## src/hw/rtl/ffra_pkg.sv

```systemverilog
// Package: shared types and constants for the first-fit range allocator.
package ffra_pkg;

    localparam int FREE_ENTRIES = 16;
    localparam int OFFSET_BITS  = 32;
    localparam int IDX_BITS     = (FREE_ENTRIES > 1) ? $clog2(FREE_ENTRIES) : 1;
    localparam int CNT_BITS     = $clog2(FREE_ENTRIES + 1);
    localparam logic [31:0] REGION_RESET = 32'd65536;

    localparam logic OP_ALLOC = 1'b0;
    localparam logic OP_FREE  = 1'b1;

    typedef struct packed {
        logic        op;
        logic [31:0] req_size;
        logic [31:0] free_offset;
    } t_req;

    typedef struct packed {
        logic [31:0] alloc_offset;
        logic        alloc_failed;
        logic        table_overflow;
    } t_res;

    typedef enum logic [2:0] {
        TBL_NONE    = 3'd0,
        TBL_PUSH    = 3'd1,
        TBL_REPLACE = 3'd2,
        TBL_REMOVE  = 3'd3,
        TBL_WRITE   = 3'd4
    } t_tbl_op;

    typedef struct packed {
        t_tbl_op                op;
        logic [IDX_BITS-1:0]    idx;
        logic [OFFSET_BITS-1:0] start;
        logic [OFFSET_BITS-1:0] len;
    } t_tbl_cmd;

endpackage

```

## src/hw/rtl/ffra_table.sv

```systemverilog
// Free range table: register array with push-front, replace, remove and write.
module ffra_table (
    input  logic                             i_clk,
    input  ffra_pkg::t_tbl_cmd               i_cmd,
    input  logic [ffra_pkg::IDX_BITS-1:0]    i_ridx,
    output logic [ffra_pkg::OFFSET_BITS-1:0] o_rd_start,
    output logic [ffra_pkg::OFFSET_BITS-1:0] o_rd_len
);

    logic [ffra_pkg::OFFSET_BITS-1:0] r_start [ffra_pkg::FREE_ENTRIES];
    logic [ffra_pkg::OFFSET_BITS-1:0] r_len   [ffra_pkg::FREE_ENTRIES];

    assign o_rd_start = r_start[i_ridx];
    assign o_rd_len   = r_len[i_ridx];

    always_ff @(posedge i_clk) begin
        case (i_cmd.op)
            ffra_pkg::TBL_PUSH: begin
                for (int k = 1; k < ffra_pkg::FREE_ENTRIES; k++) begin
                    r_start[k] <= r_start[k-1];
                    r_len[k]   <= r_len[k-1];
                end
                r_start[0] <= i_cmd.start;
                r_len[0]   <= i_cmd.len;
            end
            ffra_pkg::TBL_REPLACE: begin
                // remove entry idx, leftover goes to the front
                for (int k = 1; k < ffra_pkg::FREE_ENTRIES; k++) begin
                    if (ffra_pkg::IDX_BITS'(k) <= i_cmd.idx) begin
                        r_start[k] <= r_start[k-1];
                        r_len[k]   <= r_len[k-1];
                    end
                end
                r_start[0] <= i_cmd.start;
                r_len[0]   <= i_cmd.len;
            end
            ffra_pkg::TBL_REMOVE: begin
                for (int k = 0; k < ffra_pkg::FREE_ENTRIES - 1; k++) begin
                    if (ffra_pkg::IDX_BITS'(k) >= i_cmd.idx) begin
                        r_start[k] <= r_start[k+1];
                        r_len[k]   <= r_len[k+1];
                    end
                end
            end
            ffra_pkg::TBL_WRITE: begin
                r_start[i_cmd.idx] <= i_cmd.start;
                r_len[i_cmd.idx]   <= i_cmd.len;
            end
            default: begin
            end
        endcase
    end

endmodule

```

## src/hw/rtl/first_fit_range_allocator_core.sv

```systemverilog
// Top level: sequencer for the first-fit range allocator.
//
// Channel   Dir  Signals                 Handshake
// request   in   i_req (t_req)           accepted when start && !busy
// result    out  o_res (t_res)           o_valid high one cycle, no backpressure
// config    in   i_cfg_data (32 bits)    written when i_cfg_we
//
// Flow: allocate probes table entries one per cycle (none if the table is
//   empty), then falls back to the bump check; free either pulls the end
//   pointer down, flags overflow or pushes the range and, if the table held
//   entries, runs a merge pass, through a single read port and one compare/merge unit.
// Reset: end pointer and entry count clear, region size reloads 65536.
//   Table contents are not cleared; only entries below the count are read.
// Stalls: busy is high while a request is in flight; results cannot stall.
module first_fit_range_allocator_core (
    input  logic           i_clk,
    input  logic           i_rst_n,
    input  logic           start,
    output logic           busy,
    input  ffra_pkg::t_req i_req,
    output logic           o_valid,
    output ffra_pkg::t_res o_res,
    input  logic           i_cfg_we,
    input  logic [31:0]    i_cfg_data
);

    localparam int OB = ffra_pkg::OFFSET_BITS;
    localparam int IW = ffra_pkg::IDX_BITS;
    localparam int CW = ffra_pkg::CNT_BITS;

    typedef enum logic [4:0] {
        ST_IDLE   = 5'b00001,
        ST_SEARCH = 5'b00010,
        ST_BUMP   = 5'b00100,
        ST_MERGE  = 5'b01000,
        ST_MFIN   = 5'b10000
    } t_state;

    t_state               r_state, n_state;
    ffra_pkg::t_req       r_req, n_req;
    logic [CW-1:0]        r_cnt, n_cnt;
    logic [IW-1:0]        r_i, n_i;
    logic [IW-1:0]        r_outn, n_outn;
    logic [OB-1:0]        r_cs, n_cs, r_cl, n_cl;
    logic [OB-1:0]        r_ep, n_ep;
    logic [31:0]          r_region, n_region;
    logic                 r_valid, n_valid;
    ffra_pkg::t_res       r_res, n_res;

    ffra_pkg::t_tbl_cmd   tbl_cmd;
    logic [OB-1:0]        rd_start, rd_len;

    ffra_table u_table (
        .i_clk      (i_clk),
        .i_cmd      (tbl_cmd),
        .i_ridx     (r_i),
        .o_rd_start (rd_start),
        .o_rd_len   (rd_len)
    );

    // request fields masked to the offset width
    logic [OB-1:0] in_size, in_offs, q_size;
    assign in_size = OB'(i_req.req_size);
    assign in_offs = OB'(i_req.free_offset);
    assign q_size  = OB'(r_req.req_size);

    // shared compare/merge unit, all sums at OB+1 bits
    logic [OB:0] c_end, b_end, m_end, m_lo, m_diff, bump_sum;
    logic        touch, last_i;
    logic [OB-1:0] m_len;
    assign c_end  = {1'b0, r_cs} + {1'b0, r_cl};
    assign b_end  = {1'b0, rd_start} + {1'b0, rd_len};
    assign touch  = (r_cs < rd_start) ? (c_end >= {1'b0, rd_start})
                                      : (b_end >= {1'b0, r_cs});
    assign m_end  = (b_end > c_end) ? b_end : c_end;
    assign m_lo   = (r_cs < rd_start) ? {1'b0, r_cs} : {1'b0, rd_start};
    assign m_diff = m_end - m_lo;
    assign m_len  = m_diff[OB] ? {OB{1'b1}} : m_diff[OB-1:0];
    assign bump_sum = {1'b0, r_ep} + {1'b0, q_size};
    assign last_i = (CW'(r_i) == r_cnt - CW'(1));

    always_comb begin
        logic [OB:0] fsum;
        n_state  = r_state;
        n_req    = r_req;
        n_cnt    = r_cnt;
        n_i      = r_i;
        n_outn   = r_outn;
        n_cs     = r_cs;
        n_cl     = r_cl;
        n_ep     = r_ep;
        n_region = i_cfg_we ? i_cfg_data : r_region;
        n_valid  = 1'b0;
        n_res    = '0;
        tbl_cmd  = '{op: ffra_pkg::TBL_NONE, idx: r_i, start: r_cs, len: r_cl};
        fsum     = {1'b0, in_offs} + {1'b0, in_size};

        case (r_state)
            ST_IDLE: begin
                if (start) begin
                    n_req = i_req;
                    n_i   = '0;
                    if (i_req.op == ffra_pkg::OP_ALLOC) begin
                        n_state = (r_cnt == '0) ? ST_BUMP : ST_SEARCH;
                    end else if (fsum == {1'b0, r_ep}) begin
                        // freed range sits at the top: pull end pointer down
                        n_ep    = r_ep - in_size;
                        n_valid = 1'b1;
                    end else if (r_cnt == CW'(ffra_pkg::FREE_ENTRIES)) begin
                        n_res.table_overflow = 1'b1;
                        n_valid = 1'b1;
                    end else begin
                        tbl_cmd = '{op: ffra_pkg::TBL_PUSH, idx: '0,
                                    start: in_offs, len: in_size};
                        n_cnt   = r_cnt + CW'(1);
                        if (r_cnt != '0) begin
                            n_state = ST_MERGE;
                            n_i     = IW'(1);
                            n_outn  = '0;
                            n_cs    = in_offs;
                            n_cl    = in_size;
                        end else begin
                            n_valid = 1'b1;
                        end
                    end
                end
            end
            ST_SEARCH: begin
                if (rd_len >= q_size) begin
                    if (rd_len != q_size) begin
                        tbl_cmd = '{op: ffra_pkg::TBL_REPLACE, idx: r_i,
                                    start: rd_start + q_size, len: rd_len - q_size};
                    end else begin
                        tbl_cmd = '{op: ffra_pkg::TBL_REMOVE, idx: r_i,
                                    start: rd_start, len: rd_len};
                        n_cnt   = r_cnt - CW'(1);
                    end
                    n_res.alloc_offset = 32'(rd_start);
                    n_valid = 1'b1;
                    n_state = ST_IDLE;
                end else if (last_i) begin
                    n_state = ST_BUMP;
                end else begin
                    n_i = r_i + IW'(1);
                end
            end
            ST_BUMP: begin
                if (bump_sum >= (OB+1)'(r_region)) begin
                    n_res.alloc_failed = 1'b1;
                end else begin
                    n_res.alloc_offset = 32'(r_ep);
                    n_ep = bump_sum[OB-1:0];
                end
                n_valid = 1'b1;
                n_state = ST_IDLE;
            end
            ST_MERGE: begin
                if (touch) begin
                    n_cs = m_lo[OB-1:0];
                    n_cl = m_len;
                end else begin
                    tbl_cmd = '{op: ffra_pkg::TBL_WRITE, idx: r_outn,
                                start: r_cs, len: r_cl};
                    n_outn  = r_outn + IW'(1);
                    n_cs    = rd_start;
                    n_cl    = rd_len;
                end
                if (last_i) begin
                    n_state = ST_MFIN;
                end else begin
                    n_i = r_i + IW'(1);
                end
            end
            ST_MFIN: begin
                tbl_cmd = '{op: ffra_pkg::TBL_WRITE, idx: r_outn,
                            start: r_cs, len: r_cl};
                n_cnt   = CW'(r_outn) + CW'(1);
                n_valid = 1'b1;
                n_state = ST_IDLE;
            end
            default: begin
                n_state = ST_IDLE;
            end
        endcase
    end

    always_ff @(posedge i_clk) begin
        if (!i_rst_n) begin
            r_state  <= ST_IDLE;
            r_cnt    <= '0;
            r_ep     <= '0;
            r_region <= ffra_pkg::REGION_RESET;
            r_valid  <= 1'b0;
        end else begin
            r_state  <= n_state;
            r_cnt    <= n_cnt;
            r_ep     <= n_ep;
            r_region <= n_region;
            r_valid  <= n_valid;
        end
        r_req  <= n_req;
        r_i    <= n_i;
        r_outn <= n_outn;
        r_cs   <= n_cs;
        r_cl   <= n_cl;
        r_res  <= n_res;
    end

    assign busy    = (r_state != ST_IDLE);
    assign o_valid = r_valid;
    assign o_res   = r_res;

    a_valid_idle: assert property (@(posedge i_clk) disable iff (!i_rst_n)
        o_valid |-> !busy) else $error("result while busy");
    a_cnt_range: assert property (@(posedge i_clk) disable iff (!i_rst_n)
        r_cnt <= CW'(ffra_pkg::FREE_ENTRIES)) else $error("entry count overrun");
    a_merge_idx: assert property (@(posedge i_clk) disable iff (!i_rst_n)
        (r_state == ST_MERGE) |-> (r_outn < r_i)) else $error("merge write passed read");
    a_req_prog: assert property (@(posedge i_clk) disable iff (!i_rst_n)
        (start && !busy) |=> (busy || o_valid)) else $error("request dropped");

endmodule
```

## config.mk

```make
export PLATFORM = sky130hd
export DESIGN_NAME = first_fit_range_allocator_core
export DESIGN_NICKNAME = d
export VERILOG_FILES = /design/src/hw/rtl/ffra_pkg.sv /design/src/hw/rtl/ffra_table.sv /design/src/hw/rtl/first_fit_range_allocator_core.sv
export SDC_FILE = /design/constraint.sdc
export NUM_CORES = 2
export LEC_CHECK = 0
export BUFFER_PORTS_ARGS = -buffer_cell sky130_fd_sc_hd__buf_2
export CORE_UTILIZATION = 36
export CTS_CLUSTER_DIAMETER = 120
export CTS_CLUSTER_SIZE = 16
export DETAILED_ROUTE_END_ITERATION = 7
export SLEW_MARGIN = 40
export SYNTH_ARGS = -nofsm -noshare
export SYNTH_HDL_FRONTEND = slang
export SYNTH_SLANG_ARGS = --single-unit
```

## constraint.sdc

```tcl
create_clock -name i_clk -period 12.05 [get_ports i_clk]
set_input_delay 0.6025 -clock i_clk [delete_from_list [all_inputs] [get_ports i_clk]]
set_output_delay 0.6025 -clock i_clk [all_outputs]
set_load 0.02 [all_outputs]
```

* Word-level counts from Yosys, hierarchy flattened
Memory sizes are Yosys's and may differ from the RTL's. A register that Yosys moved wholly into a read port is not among the register bits. Index checks and enable logic that the tools add are counted.
Word-level totals: flip-flop bits (word level) 213, bits in latches 0, RAM bits 1024, memory bits (read-only) 0, input bits 101, output and inout bits 36, logic and storage cells 417, memories 2
Memory list:
- u_table.r_len | depth 16, bits a word 32, read ports 17, clocked after Yosys merged registers in 1, write ports 16, line ffra_table.sv:11 | logic [ffra_pkg::OFFSET_BITS-1:0] r_len [ffra_pkg::FREE_ENTRIES];
- u_table.r_start | depth 16, bits a word 32, read ports 17, clocked after Yosys merged registers in 1, write ports 16, line ffra_table.sv:10 | logic [ffra_pkg::OFFSET_BITS-1:0] r_start [ffra_pkg::FREE_ENTRIES];
Operators by class: $add $sub $neg 13, $mul 0, div/mod/pow operators 0, magnitude comparators 36, equality and inequality tests 30, shifts and indexed selects 0, multiplexer cells 241, bitwise gates (word level) 65, reductions and logical operators 17
Operator list (count):
- $mux 32 | 84
- $mux 69 | 5
- $pmux 71 s4 | 1
- $pmux 32 s2 | 4
- $add 32x32->33 | 4
- $mux 1 | 111
- $ge 33x32->1 | 3
- $mux 71 | 1
- $mux 5 | 14
- $mux 70 | 1
- $reduce_or 32->1 | 2
- $sub 32x32->32 | 2
- $or 1x1->1 | 62
- $mux 4 | 13
- $eq 33x32->1 | 1
- $gt 33x33->1 | 1
- $mux 33 | 1
- $sub 33x32->33 | 1
- $add 32x32->32 | 1
- $ge 32x32->1 | 1
- $le 4x4->1 const A | 8
- $lt 32x32->1 | 1
- $ne 32x32->1 | 1
- $pmux 5 s3 | 2
- 39 further kinds | 77

* Depth between registers and ports, before layout
word-level depth 13, gate-level depth with buffers 52, mapped depth without buffers 46

* Cells and area by module
A second synthesis with hierarchy kept.
Unflattened totals: cell total of the unflattened synthesis 8758, area, all modules 86927.1 um2
Modules (own cells, without submodules):
- ffra_table | instances 1, cells each 5082, area each 58541.1 um2, sequential area each 30749.5 um2
- first_fit_range_allocator_core | instances 1, cells each 3676, area each 28386.0 um2, sequential area each 5305.1 um2

* Worst setup path after synthesis
Ideal clock, no wire load.
kind reg2reg, from reg (tool-made name), to mem u_table.r_len[7][0] in the netlist's numbering, enable pin, setup time 574 ps, data arrival time 12605 ps, required time 11476 ps, setup slack -1129 ps, stages on the path, launching flop included 37, path buffers 5, period minus slack after synthesis 13179 ps, cell sequence dfxtp_1 clkbuf_1 buf_1 buf_1 clkbuf_1 mux4_2 mux2i_1 nand2_1 o21ai_0 inv_1 ha_1 a21o_1 a21oi_1 nor2b_1 o21ai_0 a211oi_1 o211ai_1 a21oi_1 o31ai_1 a21oi_1 or2_2 a221o_1 a21oi_1 xnor2_1 ha_1 o21a_1 o21ai_0 o21ai_0 o21ai_0 or4b_1 or2_1 o21ai_2 a32o_1 a31o_2 buf_2 a21oi_1 o21ai_0
RTL lines (line):
- end: declaration | ffra_table.sv:11

==> results.py <==
metrics = {
    "outcome": {
        "status": "complete, but fails checks",
        "violations": "design-rule violations",
    },
    "detailed_routing": {
        "ant_nets": 0,
        "drt_first_iter_violations": 11055,
        "via_per_inst": 6.43,
        "wl_per_cell_um": 31.2,
        "drt_drc_violations_left": 1,
        "totalWireLength_mm": 373,
        "drtPass1Iterations": 8,
        "vias": 76836,
    },
    "clocking": {
        "clock_latency_ns": 0.80,
        "clock_path_buffers": 3,
        "cts.clk_slew.worst_paths_ns": 0.08,
        "cts_htree_levels": 3,
        "cts_tree": "built",
        "cts_sinks": 1241,
        "cts_root_buffer": "clkbuf_16",
        "cts_made_buffers": 89,
    },
    "global_routing": {
        "grt_pass1_vias": 73529,
        "gr-usage-met3_pct": 6.46,
        "grt_use_total_pct": 29.5,
        "grtUsageMet1_pct": 37.1,
        "grtUsageMet2_pct": 47.5,
        "grt.overflow.total": 0,
        "grt_pass1_wl_mm": 530,
        "grt_max_degree": 129,
        "grt.busiest_layer": "met2",
        "antenna_found_initial": 16,
    },
    "worst_setup_path": {
        "cp-start-kind": "flop",
        "slowest_delay_ns": 0.56,
        "rr_endpoint": "r_cl[12]",
        "cp.required_ns": 12.53,
        "r2r_cells": 51,
        "end_kind": "flop",
        "regToRegSetupSlack_ns": 0.60,
        "worstSetupPathType": "reg2reg",
        "slowest_stage": "dfxtp_4",
        "arrival_ns": 11.93,
        "crit_path_frequent_cell": "a21oi_1",
        "crit_fanout": 26,
    },
    "min_path": {
        "hold_path_depth": 3,
        "min_from": "i_cfg_data[16]",
        "holdCritPathClass": "in2reg",
        "min_to": "r_region[16]",
    },
    "floorplanning": {
        "start_util_pct": 36.3,
        "die_h_um": 496,
        "num_rows": 180,
        "placeableCoreArea_um2": 241000,
        "pin_count": 137,
        "die-area_um2": 246000,
        "die_w_um": 496,
    },
    "placement": {
        "place.gp.congestion": 0.979,
        "io_buffers": 136,
        "dp_hpwl_mm": 240,
    },
    "logic_synthesis": {
        "ys.flop_type": "edfxtp_1",
        "ys_types": 91,
        "ys_top_cells_by_area": "edfxtp_1 (39%), mux4_2 (8.1%), mux2i_1 (7.6%), ha_1 (6.0%), nand2_1 (4.6%)",
        "ys_ff_latch": 1241,
        "ys.warnings.count": 0,
        "synth_fp_nets": 9441,
        "yosysSeqAreaShare_pct": 41.2,
        "synth_edf_count": 1128,
        "synth_most_common_cell": "edfxtp_1",
        "avgSynthCellArea_um2": 9.84,
        "yosysTopAreaCellShare_pct": 38.6,
        "syn_inst": 8914,
        "synth_area_um2": 87700,
        "synthArstFlopShare_pct": 0,
        "synth_top_area_cell": "edfxtp_1",
        "ys_top_cells_by_count": "edfxtp_1 (1,128), nand2_1 (1,064), nor2_1 (823)",
    },
    "sta": {
        "max_freq_ghz": 0.0874,
        "tns_ns": 0,
        "period_needed_ns": 11.45,
        "finalCritPeriodShare_pct": 95.0,
        "finalClockSkew_ns": 0.0898,
        "slew_viol_final": 0,
        "tightest_slew_ns": 0.924,
        "hold_viol": 0,
        "setup_viol": 0,
        "max_slew_margin_pct": 38.2,
    },
    "finish": {
        "layout-drive-gt1-share_pct": 12.2,
        "fin_nets": 9251,
        "syn2layout_area_growth_pct": 9.04,
        "fillerInstances": 23324,
    },
    "job": {
        "maxCapViolCount": 0,
    },
}
[registers in the layout (all words and copies together) (netlist names), named ones only]
name and count:
r_region 32, r_ep 32, r_cs 32, q_size 32, r_i 4, r_outn 4
u_table.r_start 512, u_table.r_len 512, r_cl 32, o_valid 1, r_cnt 5, o_res 34
r_state 5
[timing repair]
item	in CTS	in global routing
setup endpoints to repair	0	32
buffers inserted	0	9
hold buffers	0	0
hold endpoints to repair	0	0
resized for setup	0	6
[placed cells by master (no fill, tap or decap), types with 131 or more instances in the layout]
cell,instances
ha_1,418
mux4_2,316
o21ai_0,732
buf_2,136
nand3_1,512
o21ai_1,131
inv_1,275
a31oi_1,226
nor2_1,818
nand2_1,1059
edfxtp_1,1128
a21oi_1,451
mux2i_1,669
buf_4,166
xnor2_1,138
[critical path, delay by kind of cell (launching register included)]
family,cells,cell delay [ns]
AND/OR/NAND/NOR,6,1.09
AO/OA/AOI/OAI,27,5.54
adder cells (fa/ha/maj),4,1.22
multiplexers,2,0.68
flip-flops,1,0.56
buffers and inverters,10,1.64
XOR/XNOR,2,0.35
[worst max-delay path by stage]
stage          slack, ns        to  depth (start not counted)
6_report            0.60  r_cl[12]                         51
2_1_floorplan       0.26  r_cl[30]                         50
5_1_grt            -0.01  r_cl[15]                         51
3_3_place_gp       -0.36   r_cl[8]                         47
3_5_place_dp        0.36   r_cl[7]                         49
4_1_cts             0.28  r_cl[12]                         49
[cell type report]
cell class	instances	area, um2	share of cell area, %
diodes	8	20.0	0.0209
clock buffers	121	2440	2.55
clock inverters	10	174	0.182
inverters	277	1040	1.09
multi-input cells	6732	48400	50.6
flip-flops and latches	1241	36100	37.8
well taps	3185	3990	4.17
repair buffers	383	3460	3.62
[metal layers]
layer / share of wire [%] / vias up / wire length, um
met5: 0.010 / - / 39
met4: 6.1 / 6 / 22800
met3: 11 / 1042 / 42000
met2: 45 / 5204 / 170000
met1: 37 / 37740 / 139000
li1: - / 32844 / -
[metrics by stage]
stage                     utilization, %  std cells  setup slack, ns  instance area [um2]  hold WS [ns]
after global placement              38.4      11799           -0.360                92700         0.476
after detailed placement            38.5      11808            0.359                92900         0.487
after CTS                           39.6      11939            0.280                95500       0.00157
final                               39.6      11957            0.604                95700        0.0407
after floorplan                        -       8914            0.258                87700         0.460
after global routing                39.6      11954          -0.0137                95700        0.0440
[kinds of logic after synthesis]
| group | share of synthesized area (%) |
|---|---|
| AOI/OAI and AO/OA | 14.6 |
| DFF | 41.2 |
| muxes | 16.9 |
| buffers and inverters | 4.32 |
| xor gates and xnor gates | 2.30 |
| and+or+nand+nor | 14.5 |
| adders and majority gates | 6.14 |
Power is left out: the tool's default activity adds up to more than one toggle a clock period on the data nets, which glitch-free logic cannot reach.
